[config.mk]
export PLATFORM = sky130hd
export DESIGN_NAME = ordered_bypass_request_queue
export DESIGN_NICKNAME = d
export VERILOG_FILES = /design/src/rtl/obrq_pkg.sv /design/src/rtl/ordered_bypass_request_queue.sv /design/src/rtl/obrq_cell.sv
export VERILOG_INCLUDE_DIRS = /design/src /design/src/rtl
export SDC_FILE = /design/constraint.sdc
export NUM_CORES = 1
export LEC_CHECK = 0
export ABC_AREA = 1
export BUFFER_PORTS_ARGS = -buffer_cell sky130_fd_sc_hd__buf_2
export CORE_ASPECT_RATIO = 0.8
export CORE_MARGIN = 10
export CORE_UTILIZATION = 50
export DETAILED_ROUTE_END_ITERATION = 16
export GPL_TIMING_DRIVEN = 0
export PLACE_DENSITY = 0.78
export SLEW_MARGIN = 20
export SYNTH_ARGS = -nofsm -noshare
export SYNTH_HDL_FRONTEND = slang
export SYNTH_SLANG_ARGS = --single-unit
export TNS_END_PERCENT = 20
[constraint.sdc]
create_clock -name clock -period 6.8 [get_ports clock]
set_input_delay 0 -clock clock [delete_from_list [all_inputs] [get_ports clock]]
set_output_delay 0 -clock clock [all_outputs]
set_load 0.01 [all_outputs]
[src/rtl/ordered_bypass_request_queue_assert.svh]
// Assertion macros for the ordered bypass request queue.
// Included by modules that check their own control logic; no other dependencies.
`ifndef ORDERED_BYPASS_REQUEST_QUEUE_ASSERT_SVH
`define ORDERED_BYPASS_REQUEST_QUEUE_ASSERT_SVH

// same-cycle implication
`define OBRQ_ASSERT_IMP(label, clk, rst, ante, cons) \
   label: assert property (@(posedge clk) disable iff (rst) (ante) |-> (cons)) \
      else $error("obrq check failed");

// next-cycle implication
`define OBRQ_ASSERT_NEXT(label, clk, rst, ante, cons) \
   label: assert property (@(posedge clk) disable iff (rst) (ante) |=> (cons)) \
      else $error("obrq check failed");

`endif

[src/rtl/obrq_pkg.sv]
// Shared types and constants for the ordered bypass request queue.
// No dependencies; imported by the cell, the top level and the bench.
package obrq_pkg;

   localparam int QUEUE_DEPTH = 16;
   localparam int TAG_BITS    = 16;
   localparam int TIME_BITS   = 32;
   localparam int IDX_BITS    = $clog2(QUEUE_DEPTH);
   localparam int CNT_BITS    = $clog2(QUEUE_DEPTH + 1);

   localparam logic [2:0] MODE_ENQUEUE    = 3'd0;
   localparam logic [2:0] MODE_TAKE_OLD   = 3'd1;
   localparam logic [2:0] MODE_TAKE_SEND  = 3'd2;
   localparam logic [2:0] MODE_SET_WAIT   = 3'd3;
   localparam logic [2:0] MODE_CLEAR_WAIT = 3'd4;
   localparam logic [2:0] MODE_FLUSH      = 3'd5;

   localparam logic [1:0] STATUS_DONE = 2'd0;
   localparam logic [1:0] STATUS_NONE = 2'd1;
   localparam logic [1:0] STATUS_FULL = 2'd2;

   typedef struct packed {
      logic [2:0]           mode;
      logic [TAG_BITS-1:0]  request_tag;
      logic                 request_serialized;
      logic [TIME_BITS-1:0] arrival_time;
   } req_word_type;

   typedef struct packed {
      logic [1:0]           status;
      logic                 taken_valid;
      logic [TAG_BITS-1:0]  taken_tag;
      logic                 taken_serialized;
      logic                 queue_empty;
      logic                 sendable_available;
      logic                 head_time_valid;
      logic [TIME_BITS-1:0] head_time;
      logic [CNT_BITS-1:0]  entry_count;
   } rsp_word_type;

   typedef struct packed {
      logic [TAG_BITS-1:0]  tag;
      logic                 serialized;
      logic [TIME_BITS-1:0] arrival;
   } entry_type;

   typedef struct packed {
      logic load;
      logic shift;
      logic clear;
      logic wait_mark;
   } cell_ctrl_type;

endpackage

[src/rtl/ordered_bypass_request_queue.sv]
// Ordered bypass request queue: a collapsing row of slots with oldest and sendable take.
// Each request word is registered, executed against the slot row in S_EXEC, then reported
// from S_REPORT; no new word is accepted until the state is back in S_IDLE.
// The response register lets a new request be taken while a response still waits.
// Reset empties the queue and clears the wait mark. Depends on obrq_pkg, obrq_cell and the assertion header.
`include "ordered_bypass_request_queue_assert.svh"

module ordered_bypass_request_queue
   import obrq_pkg::*;
(
   input  logic         clock,
   input  logic         reset,
   input  logic         req_valid,
   output logic         req_stall,
   input  req_word_type req_word,
   output logic         rsp_valid,
   input  logic         rsp_stall,
   output rsp_word_type rsp_word
);

   localparam logic [1:0] S_IDLE   = 2'd0;
   localparam logic [1:0] S_EXEC   = 2'd1;
   localparam logic [1:0] S_REPORT = 2'd2;

   logic [1:0]          state_ff;
   logic [1:0]          state_in;
   req_word_type        cmd_ff;
   logic                wait_ff;
   logic                wait_in;
   logic [CNT_BITS-1:0] occ_ff;
   logic [CNT_BITS-1:0] occ_in;
   rsp_word_type        res_ff;
   rsp_word_type        res_in;
   rsp_word_type        rsp_ff;
   rsp_word_type        rsp_in;
   logic                rsp_valid_ff;
   logic                rsp_valid_in;

   entry_type            cell_entry [QUEUE_DEPTH];
   entry_type            right_entry [QUEUE_DEPTH];
   logic [QUEUE_DEPTH-1:0] right_valid;
   logic [QUEUE_DEPTH-1:0] cell_valid;
   logic [QUEUE_DEPTH-1:0] cell_send;
   cell_ctrl_type        cell_ctrl [QUEUE_DEPTH];

   logic                   req_accept;
   logic                   exec;
   logic                   is_take;
   logic                   is_enqueue;
   logic                   full;
   logic                   found;
   logic [QUEUE_DEPTH-1:0] pick_vec;
   logic [QUEUE_DEPTH-1:0] first_vec;
   logic [QUEUE_DEPTH-1:0] shift_vec;
   logic [QUEUE_DEPTH-1:0] load_vec;
   entry_type              taken_entry;
   entry_type              new_entry;
   logic                   report_load;

   assign req_accept  = req_valid && !req_stall;
   assign req_stall   = (state_ff != S_IDLE);
   assign exec        = (state_ff == S_EXEC);
   assign is_take     = (cmd_ff.mode == MODE_TAKE_OLD) || (cmd_ff.mode == MODE_TAKE_SEND);
   assign is_enqueue  = (cmd_ff.mode == MODE_ENQUEUE);
   assign full        = (occ_ff == CNT_BITS'(QUEUE_DEPTH));
   assign report_load = (state_ff == S_REPORT) && (!rsp_valid_ff || !rsp_stall);

   assign new_entry.tag        = cmd_ff.request_tag;
   assign new_entry.serialized = cmd_ff.request_serialized;
   assign new_entry.arrival    = cmd_ff.arrival_time;

   // pick the first candidate slot as a one-hot word
   assign pick_vec  = (cmd_ff.mode == MODE_TAKE_OLD) ? cell_valid : cell_send;
   assign found     = |pick_vec;
   assign first_vec = pick_vec & (~pick_vec + 1'b1);
   assign shift_vec = found ? ~(first_vec - 1'b1) : '0;
   assign load_vec  = (exec && is_enqueue && !full)
                    ? (QUEUE_DEPTH'(1) << occ_ff[IDX_BITS-1:0]) : '0;

   always_comb begin
      taken_entry = '0;
      for (int i = 0; i < QUEUE_DEPTH; i++) begin
         taken_entry = taken_entry | (cell_entry[i] & {$bits(entry_type){first_vec[i]}});
      end
   end

   genvar g;
   generate
      for (g = 0; g < QUEUE_DEPTH; g++) begin : g_cell
         if (g == QUEUE_DEPTH - 1) begin : g_last
            assign right_entry[g] = '0;
            assign right_valid[g] = 1'b0;
         end else begin : g_mid
            assign right_entry[g] = cell_entry[g+1];
            assign right_valid[g] = cell_valid[g+1];
         end

         assign cell_ctrl[g].load      = load_vec[g];
         assign cell_ctrl[g].shift     = exec && is_take && shift_vec[g];
         assign cell_ctrl[g].clear     = exec && (cmd_ff.mode == MODE_FLUSH);
         assign cell_ctrl[g].wait_mark = wait_ff;

         obrq_cell u_cell (
            .clock       (clock),
            .reset       (reset),
            .ctrl        (cell_ctrl[g]),
            .new_entry   (new_entry),
            .right_entry (right_entry[g]),
            .right_valid (right_valid[g]),
            .entry       (cell_entry[g]),
            .valid       (cell_valid[g]),
            .sendable    (cell_send[g])
         );
      end
   endgenerate

   always_comb begin
      state_in     = state_ff;
      wait_in      = wait_ff;
      occ_in       = occ_ff;
      res_in       = res_ff;
      rsp_in       = rsp_ff;
      rsp_valid_in = rsp_valid_ff && rsp_stall;
      unique case (state_ff)
         S_IDLE: begin
            if (req_accept) begin
               state_in = S_EXEC;
            end
         end
         S_EXEC: begin
            res_in          = '0;
            res_in.status   = STATUS_DONE;
            unique case (cmd_ff.mode)
               MODE_ENQUEUE: begin
                  if (full) begin
                     res_in.status = STATUS_FULL;
                  end else begin
                     occ_in = occ_ff + 1'b1;
                  end
               end
               MODE_TAKE_OLD, MODE_TAKE_SEND: begin
                  if (found) begin
                     occ_in                  = occ_ff - 1'b1;
                     res_in.taken_valid      = 1'b1;
                     res_in.taken_tag        = taken_entry.tag;
                     res_in.taken_serialized = taken_entry.serialized;
                  end else begin
                     res_in.status = STATUS_NONE;
                  end
               end
               MODE_SET_WAIT: begin
                  wait_in = 1'b1;
               end
               MODE_CLEAR_WAIT: begin
                  wait_in = 1'b0;
               end
               MODE_FLUSH: begin
                  occ_in = '0;
               end
               default: begin
               end
            endcase
            state_in = S_REPORT;
         end
         S_REPORT: begin
            if (report_load) begin
               rsp_in                    = res_ff;
               rsp_in.queue_empty        = (occ_ff == '0);
               rsp_in.sendable_available = |cell_send;
               rsp_in.head_time_valid    = cell_valid[0];
               rsp_in.head_time          = cell_valid[0] ? cell_entry[0].arrival : '0;
               rsp_in.entry_count        = occ_ff;
               rsp_valid_in              = 1'b1;
               state_in                  = S_IDLE;
            end
         end
         default: begin
            state_in = S_IDLE;
         end
      endcase
   end

   always_ff @(posedge clock) begin
      if (reset) begin
         state_ff     <= S_IDLE;
         wait_ff      <= 1'b0;
         occ_ff       <= '0;
         rsp_valid_ff <= 1'b0;
      end else begin
         state_ff     <= state_in;
         wait_ff      <= wait_in;
         occ_ff       <= occ_in;
         rsp_valid_ff <= rsp_valid_in;
      end
   end

   always_ff @(posedge clock) begin
      if (req_accept) begin
         cmd_ff <= req_word;
      end
      res_ff <= res_in;
      rsp_ff <= rsp_in;
   end

   assign rsp_valid = rsp_valid_ff;
   assign rsp_word  = rsp_ff;

   `OBRQ_ASSERT_IMP(a_count_matches, clock, reset, 1'b1, $countones(cell_valid) == occ_ff)
   `OBRQ_ASSERT_IMP(a_valid_packed, clock, reset, 1'b1, ((cell_valid >> 1) & ~cell_valid) == '0)
   `OBRQ_ASSERT_NEXT(a_accept_exec, clock, reset, req_accept, state_ff == S_EXEC)
   `OBRQ_ASSERT_NEXT(a_take_shrinks, clock, reset, exec && is_take && found, occ_ff == $past(occ_ff) - 1'b1)
   `OBRQ_ASSERT_IMP(a_head_vs_empty, clock, reset, rsp_valid_ff, rsp_ff.head_time_valid != rsp_ff.queue_empty)

endmodule

[src/rtl/obrq_cell.sv]
// One queue slot: holds an entry and its valid bit, takes its right neighbor on a shift.
// Depends on obrq_pkg.
module obrq_cell
   import obrq_pkg::*;
(
   input  logic          clock,
   input  logic          reset,
   input  cell_ctrl_type ctrl,
   input  entry_type     new_entry,
   input  entry_type     right_entry,
   input  logic          right_valid,
   output entry_type     entry,
   output logic          valid,
   output logic          sendable
);

   entry_type entry_ff;
   entry_type entry_in;
   logic      valid_ff;
   logic      valid_in;

   always_comb begin
      entry_in = entry_ff;
      valid_in = valid_ff;
      priority if (ctrl.clear) begin
         valid_in = 1'b0;
      end else if (ctrl.shift) begin
         valid_in = right_valid;
         entry_in = right_entry;
      end else if (ctrl.load) begin
         valid_in = 1'b1;
         entry_in = new_entry;
      end
   end

   always_ff @(posedge clock) begin
      if (reset) begin
         valid_ff <= 1'b0;
      end else begin
         valid_ff <= valid_in;
      end
   end

   always_ff @(posedge clock) begin
      entry_ff <= entry_in;
   end

   assign entry    = entry_ff;
   assign valid    = valid_ff;
   assign sendable = valid_ff && (!ctrl.wait_mark || !entry_ff.serialized);

endmodule

==> results of run 1 <==
==> metrics by stage <==
stage | power (uW) | cells | hold slack (ps) | setup TNS, ps | util, %
floorplan | 7010 | 3710 | 69.1 | 0 | -
global placement | 7260 | 4872 | 177 | -347370 | 52.7
detailed placement | 7290 | 4902 | 178 | 0 | 53.9
CTS | 12200 | 5123 | 31.2 | 0 | 58.2
global route | 12500 | 5123 | 43.3 | 0 | 58.2
finish | 12200 | 5125 | 51.9 | 0 | 58.2
==> cells by family after synthesis <==
group	Yosys count
simple gates	1388
buf+inv	500
flops	941
fa+ha+maj	4
compound gates	875
xor+xnor	2
==> cells in the mapped netlist, drive strengths merged (5+ instances only) <==
master    n  area, um^2
nand4    80         500
o221a     5        56.3
nand2   294        1130
nor3     18        95.1
inv     243         912
o21ai   123         668
dfxtp    25         500
clkbuf  158         593
nor2    840        3230
buf      98         487
nand3   153         781
a21oi   738        3690
edfxtp  916       27500
==> worst max-delay path: stages (launching register included) <==
cell	delay (ps)
sky130_fd_sc_hd__edfxtp_1	500
sky130_fd_sc_hd__inv_2	110
sky130_fd_sc_hd__nand2_1	100
sky130_fd_sc_hd__nor2_2	380
sky130_fd_sc_hd__nand2_1	90
sky130_fd_sc_hd__nand2_1	100
sky130_fd_sc_hd__clkbuf_1	650
sky130_fd_sc_hd__nor2_1	220
sky130_fd_sc_hd__nand3_1	490
sky130_fd_sc_hd__buf_2	440
sky130_fd_sc_hd__nor2_1	70
sky130_fd_sc_hd__nor3_1	790
sky130_fd_sc_hd__a21oi_1	370
==> layout by cell type, fill, tap and decap left out, types with 6 or more instances in the layout <==
master,count
sky130_fd_sc_hd__a21oi_1,738
sky130_fd_sc_hd__buf_1,18
sky130_fd_sc_hd__buf_16,25
sky130_fd_sc_hd__buf_2,191
sky130_fd_sc_hd__bufinv_16,6
sky130_fd_sc_hd__clkbuf_1,175
sky130_fd_sc_hd__clkbuf_16,94
sky130_fd_sc_hd__clkinv_1,16
sky130_fd_sc_hd__clkinv_2,19
sky130_fd_sc_hd__clkinvlp_4,6
sky130_fd_sc_hd__dfxtp_1,25
sky130_fd_sc_hd__dlygate4sd3_1,56
sky130_fd_sc_hd__edfxtp_1,916
sky130_fd_sc_hd__inv_1,237
sky130_fd_sc_hd__inv_2,6
sky130_fd_sc_hd__nand2_1,280
sky130_fd_sc_hd__nand2_2,9
sky130_fd_sc_hd__nand3_1,150
sky130_fd_sc_hd__nand4_1,80
sky130_fd_sc_hd__nor2_1,824
sky130_fd_sc_hd__nor2_2,8
sky130_fd_sc_hd__nor2_4,7
sky130_fd_sc_hd__nor3_1,17
sky130_fd_sc_hd__o21ai_0,94
sky130_fd_sc_hd__o21ai_1,9
sky130_fd_sc_hd__o21ai_4,15
==> layer usage <==
layer | part of all wire, % | global-route usage, %
met5 | 0.0093 | 0
met2 | 44 | 37.4
met1 | 39 | 34.4
met3 | 13 | 7.05
met4 | 4.1 | 9.70
==> registers in the layout, indices dropped and copies added, names as in the netlist <==
register,cells
cmd_ff,52
g_cell.u_cell.entry,784
g_cell.u_cell.valid,16
occ_ff,5
res_ff,20
rsp_valid,1
rsp_word,60
state_ff,2
wait_ff,1
==> final cells by class <==
cell class | count | share of cell area [%]
sequential | 941 | 60.1
tap | 1045 | 2.80
multi-input combinational | 2269 | 22.5
antenna | 2 | 0.0107
buffer | 256 | 2.32
clock buffer | 115 | 5.30
timing repair buffer | 203 | 4.15
inverter | 244 | 1.96
clock inverter | 50 | 0.883
==> power breakdown <==
part           switching, uW  internal [uW]
Clock                   2190           2800
Sequential              48.8           6470
Combinational            503            209
Total                   2740           9470
==> worst max path at each step <==
stage                from  slack [ps]  depth (start not counted)                           to
5_1_grt        cmd_ff[50]        2160                         12                   res_ff[50]
3_3_place_gp   cmd_ff[51]       -2700                         11  g_cell[15].u_cell.entry[18]
6_report       cmd_ff[50]        2130                         12                   res_ff[50]
3_5_place_dp   cmd_ff[51]        2560                         13  g_cell[15].u_cell.entry[18]
4_1_cts        cmd_ff[51]        2530                         13  g_cell[15].u_cell.entry[17]
2_1_floorplan  cmd_ff[50]        1050                         13   g_cell[15].u_cell.entry[0]
==> results.json, run 1 <==
{
  "drt-pass1-iter-count": 6,
  "powerDensity_nw_per_um2": 262,
  "synth_compound_area_share_pct": 11.1,
  "post_synthesis_mux_area_share_pct": 0,
  "max-slew-margin-rel_pct": 27.0,
  "run_status": "finished clean",
  "static-leakage-power_uw": 0.0174,
  "synth_seq_cells": 941,
  "cp-start-kind": "flip-flop",
  "reg2regPathDepth": 12,
  "required_ps": 7110,
  "cts_buffer_depth": 3,
  "drv_slew": 0,
  "insertion_delay_ps": 660,
  "main_combinational_cell_family_by_area_after_synthesis": "simple AND/OR/NAND/NOR gates",
  "final_cell_area_um2": 46600,
  "syn_nets": 3770,
  "maximum_number_of_pins_on_one_net_before_global_route_repair": 51,
  "layout_cell_share_with_drive_strength_beyond_1_pct": 10.4,
  "gp_routability_congestion": 0.994,
  "power.ir.vdd_worst_v": 0.000191,
  "first_pass_grt_wire_length_mm": 174,
  "worstReg2RegStart": "cmd_ff[50]",
  "fp.dieArea_um2": 92500,
  "worst-path-max-fanout": 10,
  "remaining_drc_errors": 0,
  "total_placed_instance_area_um2": 43200,
  "unrepaired_setup_endpoints_after_global_routing": "false",
  "dpl_worst_slack_ps": 2560,
  "clk_transition_reported_paths_ps": 60,
  "finalSetupViolCount": 0,
  "clk_root_buffer_cell": "sky130_fd_sc_hd__clkbuf_16",
  "regToRegSetupSlack_ps": 2130,
  "syn_area_per_cell_um2": 10.9,
  "initial_antenna_violation_count": 1,
  "floorplan.core_area_um2": 80200,
  "synth.lib_cells_used.distinct": 40,
  "slew_at_the_pin_closest_to_its_max_slew_limit_ps": 1090,
  "finalHoldViolCount": 0,
  "cts_inserted_buffers": 92,
  "yosysWarnings": 0,
  "holdCritStartpoint": "req_word[20]",
  "setup.worst_path.end_class": "flip-flop",
  "drt_iter0_markers": 4720,
  "worst_clock_skew_ps": 31.0,
  "vias_per_cell": 5.87,
  "net_count_final": 4067,
  "route.final.wire_length_mm": 118,
  "post_cts_setup_buffer_count": 0,
  "multi_input_comb_area_um2": 10500,
  "mappedNetlistArea_um2": 40300,
  "worst_hold_path_type": "in -> reg",
  "cts_htree_levels": 3,
  "drt-wirelength-per-cell_um": 23.0,
  "synth-async-reset-ratio_pct": 0,
  "detailedPlacementHpwl_mm": 85.1,
  "period_utilization_post_route_pct": 68.7,
  "critical_path_class": "reg -> reg",
  "layout_stage_area_growth_over_the_synthesis_result_pct": 15.6,
  "seqCellArea_um2": 28000,
  "initial_core_utilization_pct": 50.3,
  "cts_tree": "done",
  "synth_enable_flop_cells": 916,
  "worstHoldPathCells": 2,
  "drv.max_cap_violation_count": 0,
  "min_delay_worst_endpoint": "cmd_ff[20]",
  "holdBufCountCts": 56,
  "synth-adder-area-share_pct": 0.143,
  "fin_crit_ps": 4670,
  "fillCellCount": 6290,
  "worst_ep_arrival_time_ps": 4980,
  "fmaxAchievable_mhz": 214,
  "slack_of_the_critical_path_ps": 2130,
  "vias_in_the_first_global_route": 28041,
  "antenna_violating_nets_post_route": 0,
  "grt_usage_pct": 25.0,
  "die_x_um": 337,
  "dieHeight_um": 274,
  "cts.repair.resized": 0,
  "yosys.area_share.xor_xnor_pct": 0.0434,
  "netlist_instances": 3710,
  "seq_area_frac_synth_pct": 69.5,
  "synth_simple_gate_area_share_pct": 14.3,
  "global_route.overflow_total": 0,
  "reg2reg_to": "res_ff[50]",
  "io_pins": 118,
  "clock_sink_count": 941,
  "dr_total_vias": 30076,
  "portBuffers": 117,
  "synth-main-ff-cell": "sky130_fd_sc_hd__edfxtp_1",
  "floorplan.rows": 93
}
(Power assumes the default switching activity.)
==> run 2, diff against run 1 <==
Settings changed: PLACE_DENSITY 0.78 to 0.81.
Clock period 6.8 ns to 4.24 ns, I/O delays scaled along.
==> run 2 against run 1 <==
Net effect: worst setup slack got worse by 1900 ps; critical path depth shrank 2; count of clock-buffer cells in the layout up 11; flip-flop and latch count is the same; highest routed layer unchanged; critical path type unchanged; routed wire length is 10% lower; via count decreased by 2.4%; design area barely moved; die area is the same; largest power group unchanged; clock power grew 68%.
==> results.json, run 2 (synthesis gave the netlist of run 1 again) <==
{
  "post_cts_setup_buffer_count": 0,
  "antenna_violating_nets_post_route": 0,
  "unrepaired_setup_endpoints_after_global_routing": "false",
  "floorplan.core_area_um2": 80200,
  "required_ps": 4570,
  "cp-start-kind": "flip-flop",
  "fmaxAchievable_mhz": 250,
  "clock_sink_count": 941,
  "max-slew-margin-rel_pct": 19.2,
  "clk_root_buffer_cell": "sky130_fd_sc_hd__clkbuf_16",
  "layout.cells.most_common_list": "916 x sky130_fd_sc_hd__edfxtp_1, 824 x sky130_fd_sc_hd__nor2_1, 738 x sky130_fd_sc_hd__a21oi_1",
  "dr_total_vias": 29360,
  "vias_in_the_first_global_route": 27703,
  "timing.critical_path.slowest_cell_delay_ps": 560,
  "multi_input_comb_area_um2": 10500,
  "cts_tree": "done",
  "gp_routability_congestion": 1.00,
  "global_route.overflow_total": 0,
  "slew_at_the_pin_closest_to_its_max_slew_limit_ps": 1200,
  "remaining_drc_errors": 0,
  "critPathTopFamily": "simple AND/OR/NAND/NOR gates",
  "portBuffers": 117,
  "total_placed_instance_area_um2": 42900,
  "cts_inserted_buffers": 94,
  "first_pass_grt_wire_length_mm": 158,
  "initial_antenna_violation_count": 3,
  "cts_htree_levels": 3,
  "maximum_number_of_pins_on_one_net_before_global_route_repair": 33,
  "drt-pass1-iter-count": 7,
  "critical_path.slowest_cell": "sky130_fd_sc_hd__edfxtp_1",
  "io_pins": 118,
  "totalPowerFinal_uw": 20000,
  "die_x_um": 337,
  "grt_usage_pct": 22.1,
  "initial_core_utilization_pct": 50.3,
  "worst-path-buf-inv": 5,
  "worst-path-max-fanout": 31,
  "finalSetupViolCount": 0,
  "fin_crit_ps": 3990,
  "vias_per_cell": 5.73,
  "worst_hold_path_type": "in -> reg",
  "drt_iter0_markers": 4379,
  "setup.worst_path.end_class": "flip-flop",
  "static-leakage-power_uw": 0.0174,
  "seqCellArea_um2": 28000,
  "critical_path_class": "reg -> reg",
  "fp.dieArea_um2": 92500,
  "cts_buffer_depth": 3,
  "layout_commonest_cell": "sky130_fd_sc_hd__edfxtp_1",
  "dieHeight_um": 274,
  "worst_ep_arrival_time_ps": 4320,
  "run_status": "finished clean",
  "crit_path_cell_trace": "nor2_1 > nor3_2 > inv_2 > nor2_4 > buf_6 > buf_4 > nand2_1 > clkbuf_1 > nand2_2 > buf_12",
  "period_utilization_post_route_pct": 94.2,
  "drv_slew": 0,
  "layout_stage_area_growth_over_the_synthesis_result_pct": 15.5,
  "powerDensity_nw_per_um2": 429,
  "finalHoldViolCount": 0,
  "layout_cell_share_with_drive_strength_beyond_1_pct": 10.2,
  "clk_transition_reported_paths_ps": 60,
  "drv.max_cap_violation_count": 0,
  "largest_register_ffs": 784,
  "route.final.wire_length_mm": 106,
  "power.ir.vdd_worst_v": 0.000296,
  "insertion_delay_ps": 660,
  "net_count_final": 4060,
  "final_cell_area_um2": 46600,
  "worst_clock_skew_ps": 29.2,
  "setup-tns-final_ps": 0,
  "drt-wirelength-per-cell_um": 20.6,
  "fillCellCount": 5986,
  "detailedPlacementHpwl_mm": 77.9,
  "floorplan.rows": 93
}
==> run 2: changes by cell type in the layout (fill, tap and decap cells not counted), moves of 2 or more <==
cell	change
sky130_fd_sc_hd__clkinv_2	-4
sky130_fd_sc_hd__clkbuf_1	+6
sky130_fd_sc_hd__buf_16	-9
sky130_fd_sc_hd__nand2_4	-4
sky130_fd_sc_hd__clkinv_4	-2
sky130_fd_sc_hd__clkbuf_8	+2
sky130_fd_sc_hd__clkbuf_16	+3
sky130_fd_sc_hd__nand2_2	+4
sky130_fd_sc_hd__bufinv_16	+4
sky130_fd_sc_hd__clkinv_1	+4
sky130_fd_sc_hd__clkinvlp_4	-4
==> run 2: power by group <==
part           internal [uW]  switching (uW)  total (uW)
Sequential             10400            91.8       10500
Clock                   4910            3490        8400
Combinational            332             775        1110
==> run 2: timing repair <==
item,4_1_cts,5_1_grt
setup endpoints to repair,0,0
hold buffers,55,0
resized for setup,0,0
hold endpoints to repair,82,0
==> run 2: per-layer routing <==
metal  GRT usage [%]  up-vias  wire (um)
li1                -    13555          -
met1            29.4    13826      40800
met2            34.8     1762      47500
met3            6.81      215      14400
met4            6.41        2       2860
met5               0        -         13
==> run 2: worst paths after layout <==
path           startpoint                   endpoint  slack (ps)  cells past startpoint
max            cmd_ff[50]  g_cell[0].u_cell.entry[9]         250                     10
min          req_word[37]                 cmd_ff[37]          60                      2
max reg2reg    cmd_ff[50]  g_cell[0].u_cell.entry[9]         250                     10
min reg2reg    res_ff[56]               rsp_word[56]         410                      0
==> run 2: area by class of cell <==
| class | instances | area share, % |
|---|---|---|
| clock inverters | 49 | 1.07 |
| plain buffers | 256 | 2.32 |
| multi-input cells | 2269 | 22.5 |
| clock buffers | 126 | 5.57 |
| diodes | 2 | 0.0107 |
| well taps | 1045 | 2.81 |
| flip-flops and latches | 941 | 60.1 |
| repair buffers | 194 | 3.64 |
| inverters | 244 | 1.97 |
==> run 2: per-stage QoR <==
step	util [%]	instances	hold WS, ps	setup slack [ps]
2_1_floorplan	-	3710	69.1	-1140
3_3_place_gp	52.7	4872	178	-2750
3_5_place_dp	53.5	4894	178	432
4_1_cts	58.1	5124	33.9	351
5_1_grt	58.1	5124	50.0	188
6_report	58.1	5126	58.4	247
==> run 2: worst register-to-register path, delay by kind of cell (launching register included) <==
family,cells,cell delay [ps]
buf+inv,5,1320
flops,1,560
simple gates,5,1780
